===== config.mk =====
export PLATFORM = sky130hd
export DESIGN_NAME = first_fit_segment_allocator_unit
export DESIGN_NICKNAME = d
export VERILOG_FILES = /design/src/hdl/fsa_pkg.sv /design/src/hdl/fsa_table.sv /design/src/hdl/fsa_seq.sv /design/src/hdl/first_fit_segment_allocator_unit.sv
export SDC_FILE = /design/constraint.sdc
export NUM_CORES = 1
export LEC_CHECK = 0
export BUFFER_PORTS_ARGS = -buffer_cell sky130_fd_sc_hd__buf_4
export CAP_MARGIN = 20
export CORE_MARGIN = 2
export CORE_UTILIZATION = 30
export CTS_BUF_LIST = sky130_fd_sc_hd__clkbuf_8
export DETAILED_ROUTE_END_ITERATION = 12
export PLACE_DENSITY = 0.46
export SLEW_MARGIN = 20
export SYNTH_ARGS = -nofsm -noshare
export SYNTH_HDL_FRONTEND = slang
export SYNTH_SLANG_ARGS = --single-unit

===== constraint.sdc =====
create_clock -name clock -period 9.4 [get_ports clock]
set_input_delay 0.47 -clock clock [delete_from_list [all_inputs] [get_ports clock]]
set_output_delay 0.47 -clock clock [all_outputs]
set_load 0.03 [all_outputs]

===== src/hdl/fsa_pkg.sv =====
// shared types and constants of the first-fit segment allocator
`timescale 1ns / 1ps
`default_nettype none
package fsa_pkg;
   localparam int MAX_SEGMENTS = 16;
   localparam int OFFSET_BITS  = 16;
   localparam int LEN_BITS     = 16;
   localparam int IDX_BITS     = $clog2(MAX_SEGMENTS);
   localparam int CNT_BITS     = $clog2(MAX_SEGMENTS + 1);
   localparam int HEAP_BITS    = 16;
   localparam logic [HEAP_BITS-1:0] HEAP_RESET = 16'hFFFF;

   localparam logic FUNC_ALLOC = 1'b0;
   localparam logic FUNC_FREE  = 1'b1;

   localparam logic [1:0] STATUS_OK        = 2'd0;
   localparam logic [1:0] STATUS_NO_SPACE  = 2'd1;
   localparam logic [1:0] STATUS_FULL      = 2'd2;
   localparam logic [1:0] STATUS_NOT_FOUND = 2'd3;

   typedef struct packed {
      logic [LEN_BITS-1:0]    len;
      logic                   busy;
      logic [OFFSET_BITS-1:0] start;
   } entry_type;

   typedef struct packed {
      logic                wr_en;
      logic [IDX_BITS-1:0] wr_addr;
      entry_type           wr_data;
      logic [IDX_BITS-1:0] rd_addr;
   } tbl_req_type;
endpackage
`default_nettype wire


===== src/hdl/fsa_table.sv =====
// segment table memory, one write and one registered read per cycle
`timescale 1ns / 1ps
`default_nettype none
module fsa_table (
   input  wire logic                clock,
   input  wire fsa_pkg::tbl_req_type tbl_req,
   output      fsa_pkg::entry_type  rd_data
);
   fsa_pkg::entry_type mem [fsa_pkg::MAX_SEGMENTS];

   always_ff @(posedge clock) begin
      if (tbl_req.wr_en) begin
         mem[tbl_req.wr_addr] <= tbl_req.wr_data;
      end
      rd_data <= mem[tbl_req.rd_addr];
   end
endmodule
`default_nettype wire


===== src/hdl/fsa_seq.sv =====
// request sequencer: table scan, split, append, merge and compaction
`timescale 1ns / 1ps
`default_nettype none
module fsa_seq (
   input  wire logic                                clock,
   input  wire logic                                reset,
   input  wire logic [fsa_pkg::HEAP_BITS-1:0]       heap_size,
   input  wire logic                                req_valid,
   output      logic                                req_ready,
   input  wire logic                                req_func,
   input  wire logic [15:0]                         req_alloc_size,
   input  wire logic [15:0]                         req_free_offset,
   output      logic                                rsp_valid,
   input  wire logic                                rsp_ready,
   output      logic [1:0]                          rsp_status,
   output      logic [15:0]                         rsp_granted_offset,
   output      fsa_pkg::tbl_req_type                tbl_req,
   input  wire fsa_pkg::entry_type                  rd_data
);
   localparam int OB = fsa_pkg::OFFSET_BITS;
   localparam int LB = fsa_pkg::LEN_BITS;
   localparam int CB = fsa_pkg::CNT_BITS;
   localparam int IB = fsa_pkg::IDX_BITS;

   localparam logic [3:0] S_IDLE      = 4'd0;
   localparam logic [3:0] S_SCAN_RD   = 4'd1;
   localparam logic [3:0] S_SCAN_EV   = 4'd2;
   localparam logic [3:0] S_SPLIT_RD  = 4'd3;
   localparam logic [3:0] S_SPLIT_WR  = 4'd4;
   localparam logic [3:0] S_SPLIT_REM = 4'd5;
   localparam logic [3:0] S_SPLIT_CUR = 4'd6;
   localparam logic [3:0] S_NEXT_EV   = 4'd7;
   localparam logic [3:0] S_SHD_RD    = 4'd8;
   localparam logic [3:0] S_SHD_WR    = 4'd9;
   localparam logic [3:0] S_DONE      = 4'd10;

   logic [3:0]        state_ff, state_in;
   logic [CB-1:0]     count_ff, count_in;
   logic [CB-1:0]     idx_ff, idx_in;
   logic [CB-1:0]     jdx_ff, jdx_in;
   logic [CB-1:0]     lo_ff, lo_in;
   logic [1:0]        dist_ff, dist_in;
   logic              func_ff, func_in;
   logic [15:0]       size_ff, size_in;
   logic [OB-1:0]     ofs_ff, ofs_in;
   logic [OB:0]       end_ff, end_in;
   fsa_pkg::entry_type cur_ff, cur_in;
   logic              prev_busy_ff, prev_busy_in;
   logic [LB-1:0]     prev_len_ff, prev_len_in;
   logic [OB-1:0]     prev_start_ff, prev_start_in;
   logic [LB-1:0]     sum_ff, sum_in;
   logic [OB-1:0]     lo_start_ff, lo_start_in;
   logic [1:0]        status_ff, status_in;
   logic [15:0]       granted_ff, granted_in;
   logic              rsp_valid_ff, rsp_valid_in;
   logic [1:0]        rsp_status_ff, rsp_status_in;
   logic [15:0]       rsp_granted_ff, rsp_granted_in;

   logic              table_full;
   logic              merge_next;
   logic [LB-1:0]     sum_next;
   logic [CB-1:0]     hi_next;
   logic [CB-1:0]     idx_inc;
   logic [OB+1:0]     append_end;

   assign table_full = (count_ff == CB'(fsa_pkg::MAX_SEGMENTS));
   assign idx_inc    = idx_ff + CB'(1);
   assign append_end = {1'b0, end_ff} + (OB+2)'(size_ff);
   assign merge_next = (idx_inc < count_ff) && !rd_data.busy;
   assign sum_next   = merge_next ? (sum_ff + rd_data.len) : sum_ff;
   assign hi_next    = merge_next ? idx_inc : idx_ff;

   assign req_ready          = (state_ff == S_IDLE);
   assign rsp_valid          = rsp_valid_ff;
   assign rsp_status         = rsp_status_ff;
   assign rsp_granted_offset = rsp_granted_ff;

   always_comb begin
      state_in       = state_ff;
      count_in       = count_ff;
      idx_in         = idx_ff;
      jdx_in         = jdx_ff;
      lo_in          = lo_ff;
      dist_in        = dist_ff;
      func_in        = func_ff;
      size_in        = size_ff;
      ofs_in         = ofs_ff;
      end_in         = end_ff;
      cur_in         = cur_ff;
      prev_busy_in   = prev_busy_ff;
      prev_len_in    = prev_len_ff;
      prev_start_in  = prev_start_ff;
      sum_in         = sum_ff;
      lo_start_in    = lo_start_ff;
      status_in      = status_ff;
      granted_in     = granted_ff;
      rsp_valid_in   = rsp_valid_ff;
      rsp_status_in  = rsp_status_ff;
      rsp_granted_in = rsp_granted_ff;
      tbl_req        = '0;

      if (rsp_valid_ff && rsp_ready) begin
         rsp_valid_in = 1'b0;
      end

      unique case (state_ff)
         S_IDLE: begin
            if (req_valid) begin
               func_in      = req_func;
               size_in      = req_alloc_size;
               ofs_in       = req_free_offset;
               idx_in       = '0;
               end_in       = '0;
               prev_busy_in = 1'b1;
               granted_in   = '0;
               status_in    = fsa_pkg::STATUS_OK;
               if (req_func == fsa_pkg::FUNC_ALLOC && req_alloc_size == '0) begin
                  status_in = fsa_pkg::STATUS_NO_SPACE;
                  state_in  = S_DONE;
               end else begin
                  state_in = S_SCAN_RD;
               end
            end
         end
         S_SCAN_RD: begin
            if (idx_ff == count_ff) begin
               state_in = S_DONE;
               if (func_ff == fsa_pkg::FUNC_ALLOC) begin
                  if (append_end > (OB+2)'(heap_size)) begin
                     status_in = fsa_pkg::STATUS_NO_SPACE;
                  end else if (table_full) begin
                     status_in = fsa_pkg::STATUS_FULL;
                  end else begin
                     tbl_req.wr_en         = 1'b1;
                     tbl_req.wr_addr       = count_ff[IB-1:0];
                     tbl_req.wr_data.len   = LB'(size_ff);
                     tbl_req.wr_data.busy  = 1'b1;
                     tbl_req.wr_data.start = end_ff[OB-1:0];
                     count_in              = count_ff + CB'(1);
                     granted_in            = 16'(end_ff[OB-1:0]);
                     status_in             = fsa_pkg::STATUS_OK;
                  end
               end else begin
                  status_in = fsa_pkg::STATUS_NOT_FOUND;
               end
            end else begin
               tbl_req.rd_addr = idx_ff[IB-1:0];
               state_in        = S_SCAN_EV;
            end
         end
         S_SCAN_EV: begin
            // prefetch the following entry for the merge check on free
            tbl_req.rd_addr = idx_inc[IB-1:0];
            end_in          = {1'b0, rd_data.start} + (OB+1)'(rd_data.len);
            if (func_ff == fsa_pkg::FUNC_ALLOC) begin
               if (!rd_data.busy && rd_data.len >= LB'(size_ff)) begin
                  if (rd_data.len == LB'(size_ff)) begin
                     tbl_req.wr_en         = 1'b1;
                     tbl_req.wr_addr       = idx_ff[IB-1:0];
                     tbl_req.wr_data       = rd_data;
                     tbl_req.wr_data.busy  = 1'b1;
                     granted_in            = 16'(rd_data.start);
                     status_in             = fsa_pkg::STATUS_OK;
                     state_in              = S_DONE;
                  end else if (table_full) begin
                     status_in = fsa_pkg::STATUS_FULL;
                     state_in  = S_DONE;
                  end else begin
                     cur_in   = rd_data;
                     jdx_in   = count_ff;
                     state_in = S_SPLIT_RD;
                  end
               end else begin
                  idx_in   = idx_inc;
                  state_in = S_SCAN_RD;
               end
            end else begin
               if (rd_data.start == ofs_ff) begin
                  if (!prev_busy_ff) begin
                     lo_in       = idx_ff - CB'(1);
                     lo_start_in = prev_start_ff;
                     sum_in      = prev_len_ff + rd_data.len;
                  end else begin
                     lo_in       = idx_ff;
                     lo_start_in = rd_data.start;
                     sum_in      = rd_data.len;
                  end
                  state_in = S_NEXT_EV;
               end else begin
                  prev_busy_in  = rd_data.busy;
                  prev_len_in   = rd_data.len;
                  prev_start_in = rd_data.start;
                  idx_in        = idx_inc;
                  state_in      = S_SCAN_RD;
               end
            end
         end
         S_SPLIT_RD: begin
            if (jdx_ff == idx_inc) begin
               state_in = S_SPLIT_REM;
            end else begin
               tbl_req.rd_addr = IB'(jdx_ff - CB'(1));
               state_in        = S_SPLIT_WR;
            end
         end
         S_SPLIT_WR: begin
            tbl_req.wr_en   = 1'b1;
            tbl_req.wr_addr = jdx_ff[IB-1:0];
            tbl_req.wr_data = rd_data;
            jdx_in          = jdx_ff - CB'(1);
            state_in        = S_SPLIT_RD;
         end
         S_SPLIT_REM: begin
            tbl_req.wr_en         = 1'b1;
            tbl_req.wr_addr       = idx_inc[IB-1:0];
            tbl_req.wr_data.len   = cur_ff.len - LB'(size_ff);
            tbl_req.wr_data.busy  = 1'b0;
            tbl_req.wr_data.start = cur_ff.start + OB'(size_ff);
            state_in              = S_SPLIT_CUR;
         end
         S_SPLIT_CUR: begin
            tbl_req.wr_en         = 1'b1;
            tbl_req.wr_addr       = idx_ff[IB-1:0];
            tbl_req.wr_data.len   = LB'(size_ff);
            tbl_req.wr_data.busy  = 1'b1;
            tbl_req.wr_data.start = cur_ff.start;
            count_in              = count_ff + CB'(1);
            granted_in            = 16'(cur_ff.start);
            status_in             = fsa_pkg::STATUS_OK;
            state_in              = S_DONE;
         end
         S_NEXT_EV: begin
            status_in = fsa_pkg::STATUS_OK;
            if (hi_next + CB'(1) == count_ff) begin
               // merged run reaches the table end, trim it away
               count_in = lo_ff;
               state_in = S_DONE;
            end else begin
               tbl_req.wr_en         = 1'b1;
               tbl_req.wr_addr       = lo_ff[IB-1:0];
               tbl_req.wr_data.len   = sum_next;
               tbl_req.wr_data.busy  = 1'b0;
               tbl_req.wr_data.start = lo_start_ff;
               dist_in               = 2'(hi_next - lo_ff);
               jdx_in                = hi_next + CB'(1);
               state_in              = (hi_next == lo_ff) ? S_DONE : S_SHD_RD;
            end
         end
         S_SHD_RD: begin
            if (jdx_ff == count_ff) begin
               count_in = count_ff - CB'(dist_ff);
               state_in = S_DONE;
            end else begin
               tbl_req.rd_addr = jdx_ff[IB-1:0];
               state_in        = S_SHD_WR;
            end
         end
         S_SHD_WR: begin
            tbl_req.wr_en   = 1'b1;
            tbl_req.wr_addr = IB'(jdx_ff - CB'(dist_ff));
            tbl_req.wr_data = rd_data;
            jdx_in          = jdx_ff + CB'(1);
            state_in        = S_SHD_RD;
         end
         S_DONE: begin
            if (!rsp_valid_ff || rsp_ready) begin
               rsp_valid_in   = 1'b1;
               rsp_status_in  = status_ff;
               rsp_granted_in = (status_ff == fsa_pkg::STATUS_OK) ? granted_ff : 16'd0;
               state_in       = S_IDLE;
            end
         end
         default: begin
            state_in = S_IDLE;
         end
      endcase
   end

   always_ff @(posedge clock) begin
      if (reset) begin
         state_ff     <= S_IDLE;
         count_ff     <= '0;
         rsp_valid_ff <= 1'b0;
      end else begin
         state_ff     <= state_in;
         count_ff     <= count_in;
         rsp_valid_ff <= rsp_valid_in;
      end
   end

   always_ff @(posedge clock) begin
      idx_ff         <= idx_in;
      jdx_ff         <= jdx_in;
      lo_ff          <= lo_in;
      dist_ff        <= dist_in;
      func_ff        <= func_in;
      size_ff        <= size_in;
      ofs_ff         <= ofs_in;
      end_ff         <= end_in;
      cur_ff         <= cur_in;
      prev_busy_ff   <= prev_busy_in;
      prev_len_ff    <= prev_len_in;
      prev_start_ff  <= prev_start_in;
      sum_ff         <= sum_in;
      lo_start_ff    <= lo_start_in;
      status_ff      <= status_in;
      granted_ff     <= granted_in;
      rsp_status_ff  <= rsp_status_in;
      rsp_granted_ff <= rsp_granted_in;
   end
endmodule
`default_nettype wire


===== src/hdl/first_fit_segment_allocator_unit.sv =====
// top level of the first-fit segment allocator with its register port
//
// Usage: a request word (req_func, req_alloc_size, req_free_offset) is taken
// on req_valid && req_ready. An allocate grants the first free segment that
// is large enough (splitting off the remainder) or appends a segment after
// the last one; a free releases the segment starting at req_free_offset and
// merges it with free neighbors. One response word (rsp_status,
// rsp_granted_offset) comes back per request on rsp_valid/rsp_ready.
// heap_size is written through the APB-style port at address 0; write it
// only while no request is in flight.
// The segment table has a single read port, so entries are scanned, and
// moved by a split or merge, one after another. One request is in work at
// a time; req_ready is high only while the sequencer is idle, so a new
// request is taken only after the previous response has been issued.
// Reset clears the segment count and heap_size returns to 65535. A stalled
// receiver holds the response; the finished next request then waits.
`timescale 1ns / 1ps
`default_nettype none
module first_fit_segment_allocator_unit (
   input  wire logic        clock,
   input  wire logic        reset,
   input  wire logic        req_valid,
   output      logic        req_ready,
   input  wire logic        req_func,
   input  wire logic [15:0] req_alloc_size,
   input  wire logic [15:0] req_free_offset,
   output      logic        rsp_valid,
   input  wire logic        rsp_ready,
   output      logic [1:0]  rsp_status,
   output      logic [15:0] rsp_granted_offset,
   input  wire logic        psel,
   input  wire logic        penable,
   input  wire logic        pwrite,
   input  wire logic [2:0]  paddr,
   input  wire logic [31:0] pwdata,
   output      logic [31:0] prdata,
   output      logic        pready
);
   logic [fsa_pkg::HEAP_BITS-1:0] heap_ff, heap_in;
   fsa_pkg::tbl_req_type          tbl_req;
   fsa_pkg::entry_type            rd_data;
   logic                          reg_sel;

   assign pready  = 1'b1;
   assign reg_sel = (paddr[2] == 1'b0);
   assign prdata  = reg_sel ? 32'(heap_ff) : 32'd0;

   always_comb begin
      heap_in = heap_ff;
      if (psel && penable && pwrite && reg_sel) begin
         heap_in = pwdata[fsa_pkg::HEAP_BITS-1:0];
      end
   end

   always_ff @(posedge clock) begin
      if (reset) begin
         heap_ff <= fsa_pkg::HEAP_RESET;
      end else begin
         heap_ff <= heap_in;
      end
   end

   fsa_seq u_seq (
      .clock              (clock),
      .reset              (reset),
      .heap_size          (heap_ff),
      .req_valid          (req_valid),
      .req_ready          (req_ready),
      .req_func           (req_func),
      .req_alloc_size     (req_alloc_size),
      .req_free_offset    (req_free_offset),
      .rsp_valid          (rsp_valid),
      .rsp_ready          (rsp_ready),
      .rsp_status         (rsp_status),
      .rsp_granted_offset (rsp_granted_offset),
      .tbl_req            (tbl_req),
      .rd_data            (rd_data)
   );

   fsa_table u_table (
      .clock   (clock),
      .tbl_req (tbl_req),
      .rd_data (rd_data)
   );
endmodule
`default_nettype wire


==> results of run 1 <==
==> power groups by stage <==
stage                     logic [mW]  registers, mW  clock network [mW]
after floorplan                 3.56           4.63                   0
after global placement          4.99           4.87                   0
after detailed placement        4.98           4.87                   0
after CTS                       5.02           4.80                3.19
after global routing            5.49           4.84                3.34
final                           4.97           4.80                3.09
==> cell families after synthesis <==
group,count (synthesis),share of synthesized area
simple gates,870,0.109
fa+ha+maj,149,0.0519
other cells,2,0.000203
compound gates,571,0.105
mux,163,0.0493
flops,787,0.621
buf+inv,260,0.0307
xor+xnor,129,0.0323
==> layer usage <==
| layer | vias to the layer above | track usage | wire, um |
|---|---|---|---|
| met5 | - | 0 | 13 |
| met4 | 2 | 0.0523 | 2660 |
| met3 | 172 | 0.0284 | 4880 |
| met2 | 636 | 0.275 | 50600 |
| met1 | 12100 | 0.230 | 50100 |
| li1 | 11500 | - | - |
==> what timing repair did <==
| item | in CTS | in global routing |
|---|---|---|
| gates resized for setup | 0 | 0 |
| endpoints found under the hold margin | 58 | 0 |
| hold buffers | 53 | 0 |
==> placed cells by master, fill, tap and decap left out, drive strengths merged, types with 37 or more instances in the layout <==
| master | netlist | final |
|---|---|---|
| a21o | 37 | 37 |
| a21oi | 125 | 125 |
| a222oi | 40 | 40 |
| buf | 77 | 164 |
| clkbuf | 77 | 154 |
| dfxtp | 59 | 59 |
| dlygate4sd3 | 0 | 53 |
| edfxtp | 728 | 728 |
| ha | 141 | 141 |
| inv | 106 | 172 |
| mux2 | 147 | 147 |
| nand2 | 335 | 335 |
| nand3 | 102 | 102 |
| nor2 | 220 | 220 |
| nor3 | 40 | 40 |
| o21ai | 124 | 124 |
| o22ai | 69 | 69 |
| xnor2 | 64 | 64 |
| xor2 | 62 | 62 |
==> worst max-delay path by stage <==
stage | startpoint | end | slack (ns) | cells after the start
6_report | u_seq.idx_ff[0] | u_table.mem[11][22] | 2.27 | 17
5_1_grt | u_seq.idx_ff[0] | u_table.mem[11][22] | 1.85 | 17
4_1_cts | u_seq.idx_ff[0] | u_table.mem[11][22] | 2.15 | 17
3_5_place_dp | u_seq.idx_ff[0] | u_table.mem[11][16] | 2.19 | 17
3_3_place_gp | u_seq.idx_ff[0] | u_table.mem[9][22] | 2.16 | 17
2_1_floorplan | u_seq.size_ff[0] | u_table.mem[0][0] | 2.41 | 18
==> layout make-up <==
type                       count  area, sq um  area share
sequential                   787        23000       0.534
multi-input combinational   1899        13200       0.305
clock inverter               105          578      0.0134
antenna                        5         12.5    0.000290
timing repair buffer         217         1790      0.0416
tap                         1625         2030      0.0471
clock buffer                 154         2120      0.0491
inverter                     106          400     0.00928
==> registers in the layout, indices dropped and copies added, names as in the netlist, 4 cells and up <==
register / cells
u_seq.ofs_ff: 16
u_seq.size_ff: 16
u_table.mem: 528
u_seq.lo_ff: 5
u_seq.idx_ff: 5
u_seq.prev_start_ff: 16
u_seq.sum_ff: 16
u_seq.lo_start_ff: 16
u_seq.count_ff: 5
u_seq.end_ff: 17
u_seq.cur_ff: 32
u_seq.rsp_granted_offset: 16
u_seq.granted_ff: 16
u_seq.jdx_ff: 5
u_seq.state_ff: 4
heap_ff: 16
u_seq.prev_len_ff: 16
u_table.rd_data: 33
==> through the flow <==
step	instances	util	hold slack [ns]
floorplan	2946	-	0.427
global placement	4580	0.326	0.464
detailed placement	4581	0.327	0.469
CTS	4893	0.353	0.170
global route	4895	0.353	0.278
finish	4898	0.353	0.262
==> worst reg2reg max path, stage by stage (launching register included) <==
cell and delay (ns):
edfxtp_1 0.61, inv_1 0.22, ha_1 0.55, ha_1 0.32, nor2b_4 0.14, o2111ai_4 0.23, nand3_4 0.38, xnor2_1 0.43
ha_1 0.32, nor3b_2 0.28, xnor3_1 0.36, nand2_2 0.11, nand2_4 0.13, inv_4 0.50, a221o_1 0.56, nand2b_1 0.35
nor2_4 0.88, buf_4 0.41
==> impl_results.md, run 1 <==
- Reg2reg start: u_seq.idx_ff[0]
- PnR Total Power: 12.9 mW
- CTS Root Cell: clkbuf_8
- 1st-iter DRT viols: 2143
- Synth top area cells: edfxtp_1 (59%), ha_1 (4.8%), mux2_2 (4.5%), nand2_1 (3.4%), dfxtp_1 (3.2%)
- Hold Crit Depth: 4
- Initial antenna violation count: 7
- Reg-to-reg critical path endpoint: u_table.mem[11][22]
- Most numerous cell on the critical path: ha_1
- R2R Setup Slk: 2.27 ns
- Clk pin slew, worst setup/hold paths: 0.06 ns
- Number of cell rows: 128
- I/O pins: 128
- Clock Latency Late Sink: 0.82 ns
- Most frequent cell after synthesis: edfxtp_1
- Setup crit end kind: flip-flop
- Flops & latches, synth: 787
- Fillers: 12000
- # nets final: 3380
- Post-route cell area: 43100 sq um
- RSZ-0062 raised after global routing: false
- H-tree Lvls: 4
- Syn. warnings: 0
- DP Wirelength: 68800 um
- Synth top area share: 0.590
- Critical-path cell list: inv_1 > ha_1 > ha_1 > nor2b_4 > o2111ai_4 > nand3_4 > xnor2_1 > ha_1 > nor3b_2 > xnor3_1 > nand2_2 > nand2_4 > inv_4 > a221o_1 > nand2b_1 > nor2_4 > buf_4
- Top FF cell, synth: edfxtp_1
- Post-CTS Setup Bufs: 0
- Synth cell count leaders: edfxtp_1 (728), nand2_1 (333), nor2_1 (218)
- Flop pwr share: 0.373
- Placed cell areas: 39900 sq um
- Die Area: 126000 sq um
- Worst clock skew: 0.0442 ns
- Synth Instances: 2931
- Height of the chip: 356 um
- Synthesized area: 37100 sq um
- Slew Limit Headroom: 0.189
- Num CTS Buffers: 145
- Internal cell power: 7.87 mW
- Worst reg2reg path depth: 17
- Die width: 356 um
- TritonCTS Sinks: 787
- CP delay by family, top: simple AND/OR/NAND/NOR gates
- Final ANT Viol Nets: 0
- Net Switching: 4.98 mW
- Drt pass-1 iters: 9
- CTS Buffer Depth: 3
- Vias in the first global route: 24300
- Hold Fails Final Rpt: 0
- Max Cap Viol: 0
- Maximum operating frequency: 140 MHz
- Max stage delay on crit path: 0.88 ns
- Area Growth Syn to Fin: 16.4%
- Worst Hold Class: input pin to flip-flop
- Number of synthesized flops with an enable pin: 728
- I/O Buffers: 92
- Leakage: 15.6 nW
- Routability-driven placement congestion ratio: 0.851
- Power share of the clock group: 0.240
- Final setup TNS: 0 ns
- Vias per cell: 4.97
- Grt total ovfl: 0
- Initial core utilization: 0.303
- Core area: 122000 sq um
- Layout cell share with drive strength beyond 1: 0.172
- Buf/Inv on CP: 3
- # DRC: 0
- Final period utilization: 0.759
- Final setup fails: 0
- Min Tclk post-route: 7.13 ns
- Max IR drop VDD: 160 uV
- Tot GR Track Use: 0.169
- Pwr Density: 298 nW/um^2
- Slowest CP cell: nor2_4
- Outcome: completed
- Slew Limit Fails: 0
- Slack of the critical path: 2.27 ns
- CTS tree: built
- CP startpoint kind: flip-flop
- Syn avg cell area: 12.7 sq um
- Slew @ Worst Pin: 1.21 ns
- Yosys top cell by area: edfxtp_1
- Worst Hold Launch: req_valid
- Critical path type: flip-flop to flip-flop
- Async SR Flop Fraction: 0
- Switching share of power: 0.388
- Netlist cell types: 92
- Wire length per cell: 22.1 um
- Combinational share of power: 0.386
- Crit path max fanout: 38
- Routed WL: 108000 um
- Setup WS pre-CTS: 2.19 ns
- Vias: 24300
- Global-route wire length before repair: 160000 um
- Largest net degree at the start of global routing: 146
- Arrival time of the worst setup path: 7.61 ns
- Sink of the worst hold path: u_seq.state_ff[0]
- Post-synthesis sequential area ratio: 0.621
- WP data required: 9.88 ns
(Power assumes the default switching activity.)
==> inputs of run 2 (changes only) <==
==> constraint.sdc (replaced) <==
create_clock -name clock -period 7.2 [get_ports clock]
set_input_delay 0.36 -clock clock [delete_from_list [all_inputs] [get_ports clock]]
set_output_delay 0.36 -clock clock [all_outputs]
set_load 0.03 [all_outputs]
==> impl_results.md, run 2 (same netlist as run 1, synthesis figures left out) <==
- Final setup TNS: 0 ns
- Num CTS Buffers: 138
- Most frequent cells in the layout: edfxtp_1 (728), nand2_1 (333), nor2_1 (205)
- Max Cap Viol: 0
- Vias in the first global route: 24100
- Clk pin slew, worst setup/hold paths: 0.06 ns
- Core area: 122000 sq um
- Worst Hold Class: input pin to flip-flop
- H-tree Lvls: 4
- 1st-iter DRT viols: 2102
- Top reg by flops: u_table.mem
- Die width: 356 um
- # nets final: 3383
- Post-CTS Setup Bufs: 0
- Net Switching: 6.57 mW
- Global-route wire length before repair: 158000 um
- # DRC: 0
- Initial antenna violation count: 2
- Setup crit end kind: flip-flop
- Final ANT Viol Nets: 0
- Slew Limit Headroom: 0.204
- Slowest CP cell: edfxtp_1
- CTS Root Cell: clkbuf_8
- Tot GR Track Use: 0.168
- DP Wirelength: 67400 um
- CP delay by family, top: compound AO/OA/AOI/OAI gates
- Arrival time of the worst setup path: 7.04 ns
- Internal cell power: 10.2 mW
- Switching share of power: 0.393
- Clock Latency Late Sink: 0.83 ns
- Initial core utilization: 0.303
- Grt total ovfl: 0
- Layout cell share with drive strength beyond 1: 0.173
- Power share of the clock group: 0.231
- Hold WS: 0.0972 ns
- Wire length per cell: 21.9 um
- Outcome: completed
- Vias: 24300
- Max IR drop VDD: 537 uV
- I/O pins: 128
- PnR Total Power: 16.7 mW
- Buf/Inv on CP: 1
- Critical-path cell list: ha_1 > fa_1 > a211oi_1 > o21ai_1 > a21oi_1 > o221ai_1 > nand3_1 > nand2_1 > xnor2_1 > ha_1 > a21oi_1 > o21ai_0 > o31ai_1 > o211ai_2 > nor4_4 > a221o_1 > nand2_1 > nor2_4 > buf_12
- Drt pass-1 iters: 7
- Largest register FFs: 528
- Max stage delay on crit path: 0.54 ns
- CTS tree: built
- Commonest non-fill, non-tap cell in the layout: edfxtp_1
- Final setup fails: 0
- Critical path type: flip-flop to flip-flop
- Flop pwr share: 0.376
- Routability-driven placement congestion ratio: 0.837
- RSZ-0062 raised after global routing: false
- Maximum operating frequency: 153 MHz
- Number of cell rows: 128
- Min Tclk post-route: 6.55 ns
- Leakage: 15.6 nW
- I/O Buffers: 92
- Largest net degree at the start of global routing: 136
- Height of the chip: 356 um
- Final period utilization: 0.910
- Slew Limit Fails: 0
- TritonCTS Sinks: 787
- Area Growth Syn to Fin: 16.7%
- Hold Fails Final Rpt: 0
- Pwr Density: 387 nW/um^2
- Slew @ Worst Pin: 1.19 ns
- Routed WL: 107000 um
- Crit path max fanout: 25
- Combinational share of power: 0.393
- Vias per cell: 4.96
- Die Area: 126000 sq um
- CTS Buffer Depth: 3
- Largest registers: u_table.mem x528, u_table.rd_data x33, u_seq.cur_ff x32
- Fillers: 12000
- Worst clock skew: 0.0503 ns
- WP data required: 7.69 ns
- CP startpoint kind: flip-flop
run 2: worst reg2reg max path, stage by stage (launching register included):
cell	delay, ns
edfxtp_1	0.54
ha_1	0.28
fa_1	0.44
a211oi_1	0.35
o21ai_1	0.13
a21oi_1	0.34
o221ai_1	0.27
nand3_1	0.15
nand2_1	0.07
xnor2_1	0.13
ha_1	0.31
a21oi_1	0.14
o21ai_0	0.11
o31ai_1	0.44
o211ai_2	0.30
nor4_4	0.53
a221o_1	0.53
nand2_1	0.34
nor2_4	0.50
buf_12	0.28
run 2: per-stage QoR:
stage	utilization	instances	area, sq um	setup WS, ns
floorplan	-	2946	37100	0.207
global placement	0.328	4589	40100	0.740
detailed placement	0.328	4589	40100	0.748
CTS	0.354	4889	43200	0.673
global route	0.354	4892	43300	0.337
finish	0.354	4896	43300	0.649
run 2: what timing repair did:
| item | in CTS | in global routing |
|---|---|---|
| resized for setup | 0 | 0 |
| hold buffers | 53 | 0 |
| endpoints found under the hold margin | 59 | 0 |
run 2: power groups by stage:
stage	Sequential (mW)	Clock, mW	Combinational [mW]
floorplan	6.05	0	4.64
global placement	6.39	0	6.56
detailed placement	6.40	0	6.55
CTS	6.31	4.00	6.61
global route	6.35	4.19	7.26
finish	6.29	3.87	6.58
run 2: path summary, 6_finish.rpt:
kind | startpoint | endpoint | slack, ns | cells after the start
min | req_valid | u_seq.state_ff[0] | 0.1 | 4
min reg2reg | u_seq.status_ff[0] | u_seq.rsp_status[0] | 0.48 | 0
max reg2reg | u_seq.size_ff[0] | u_table.mem[14][6] | 0.65 | 19
max | u_seq.size_ff[0] | u_table.mem[14][6] | 0.65 | 19
run 2: cell type report:
type / count / area (sq um) / share of cell area
inverter: 106 / 400 / 0.00925
sequential: 787 / 23000 / 0.533
tap: 1625 / 2030 / 0.0470
antenna: 5 / 12.5 / 0.000289
clock inverter: 96 / 484 / 0.0112
multi-input combinational: 1899 / 13200 / 0.304
clock buffer: 151 / 2080 / 0.0480
timing repair buffer: 227 / 2040 / 0.0472
run 2: layer usage:
layer,track usage,vias to the layer above,share of wire,wire length (um)
met1,0.234,12000,0.47,50300
met5,0,-,0,0
met4,0.0480,0,0.020,2160
met3,0.0284,159,0.047,5070
li1,-,11500,-,-
met2,0.267,631,0.46,49800
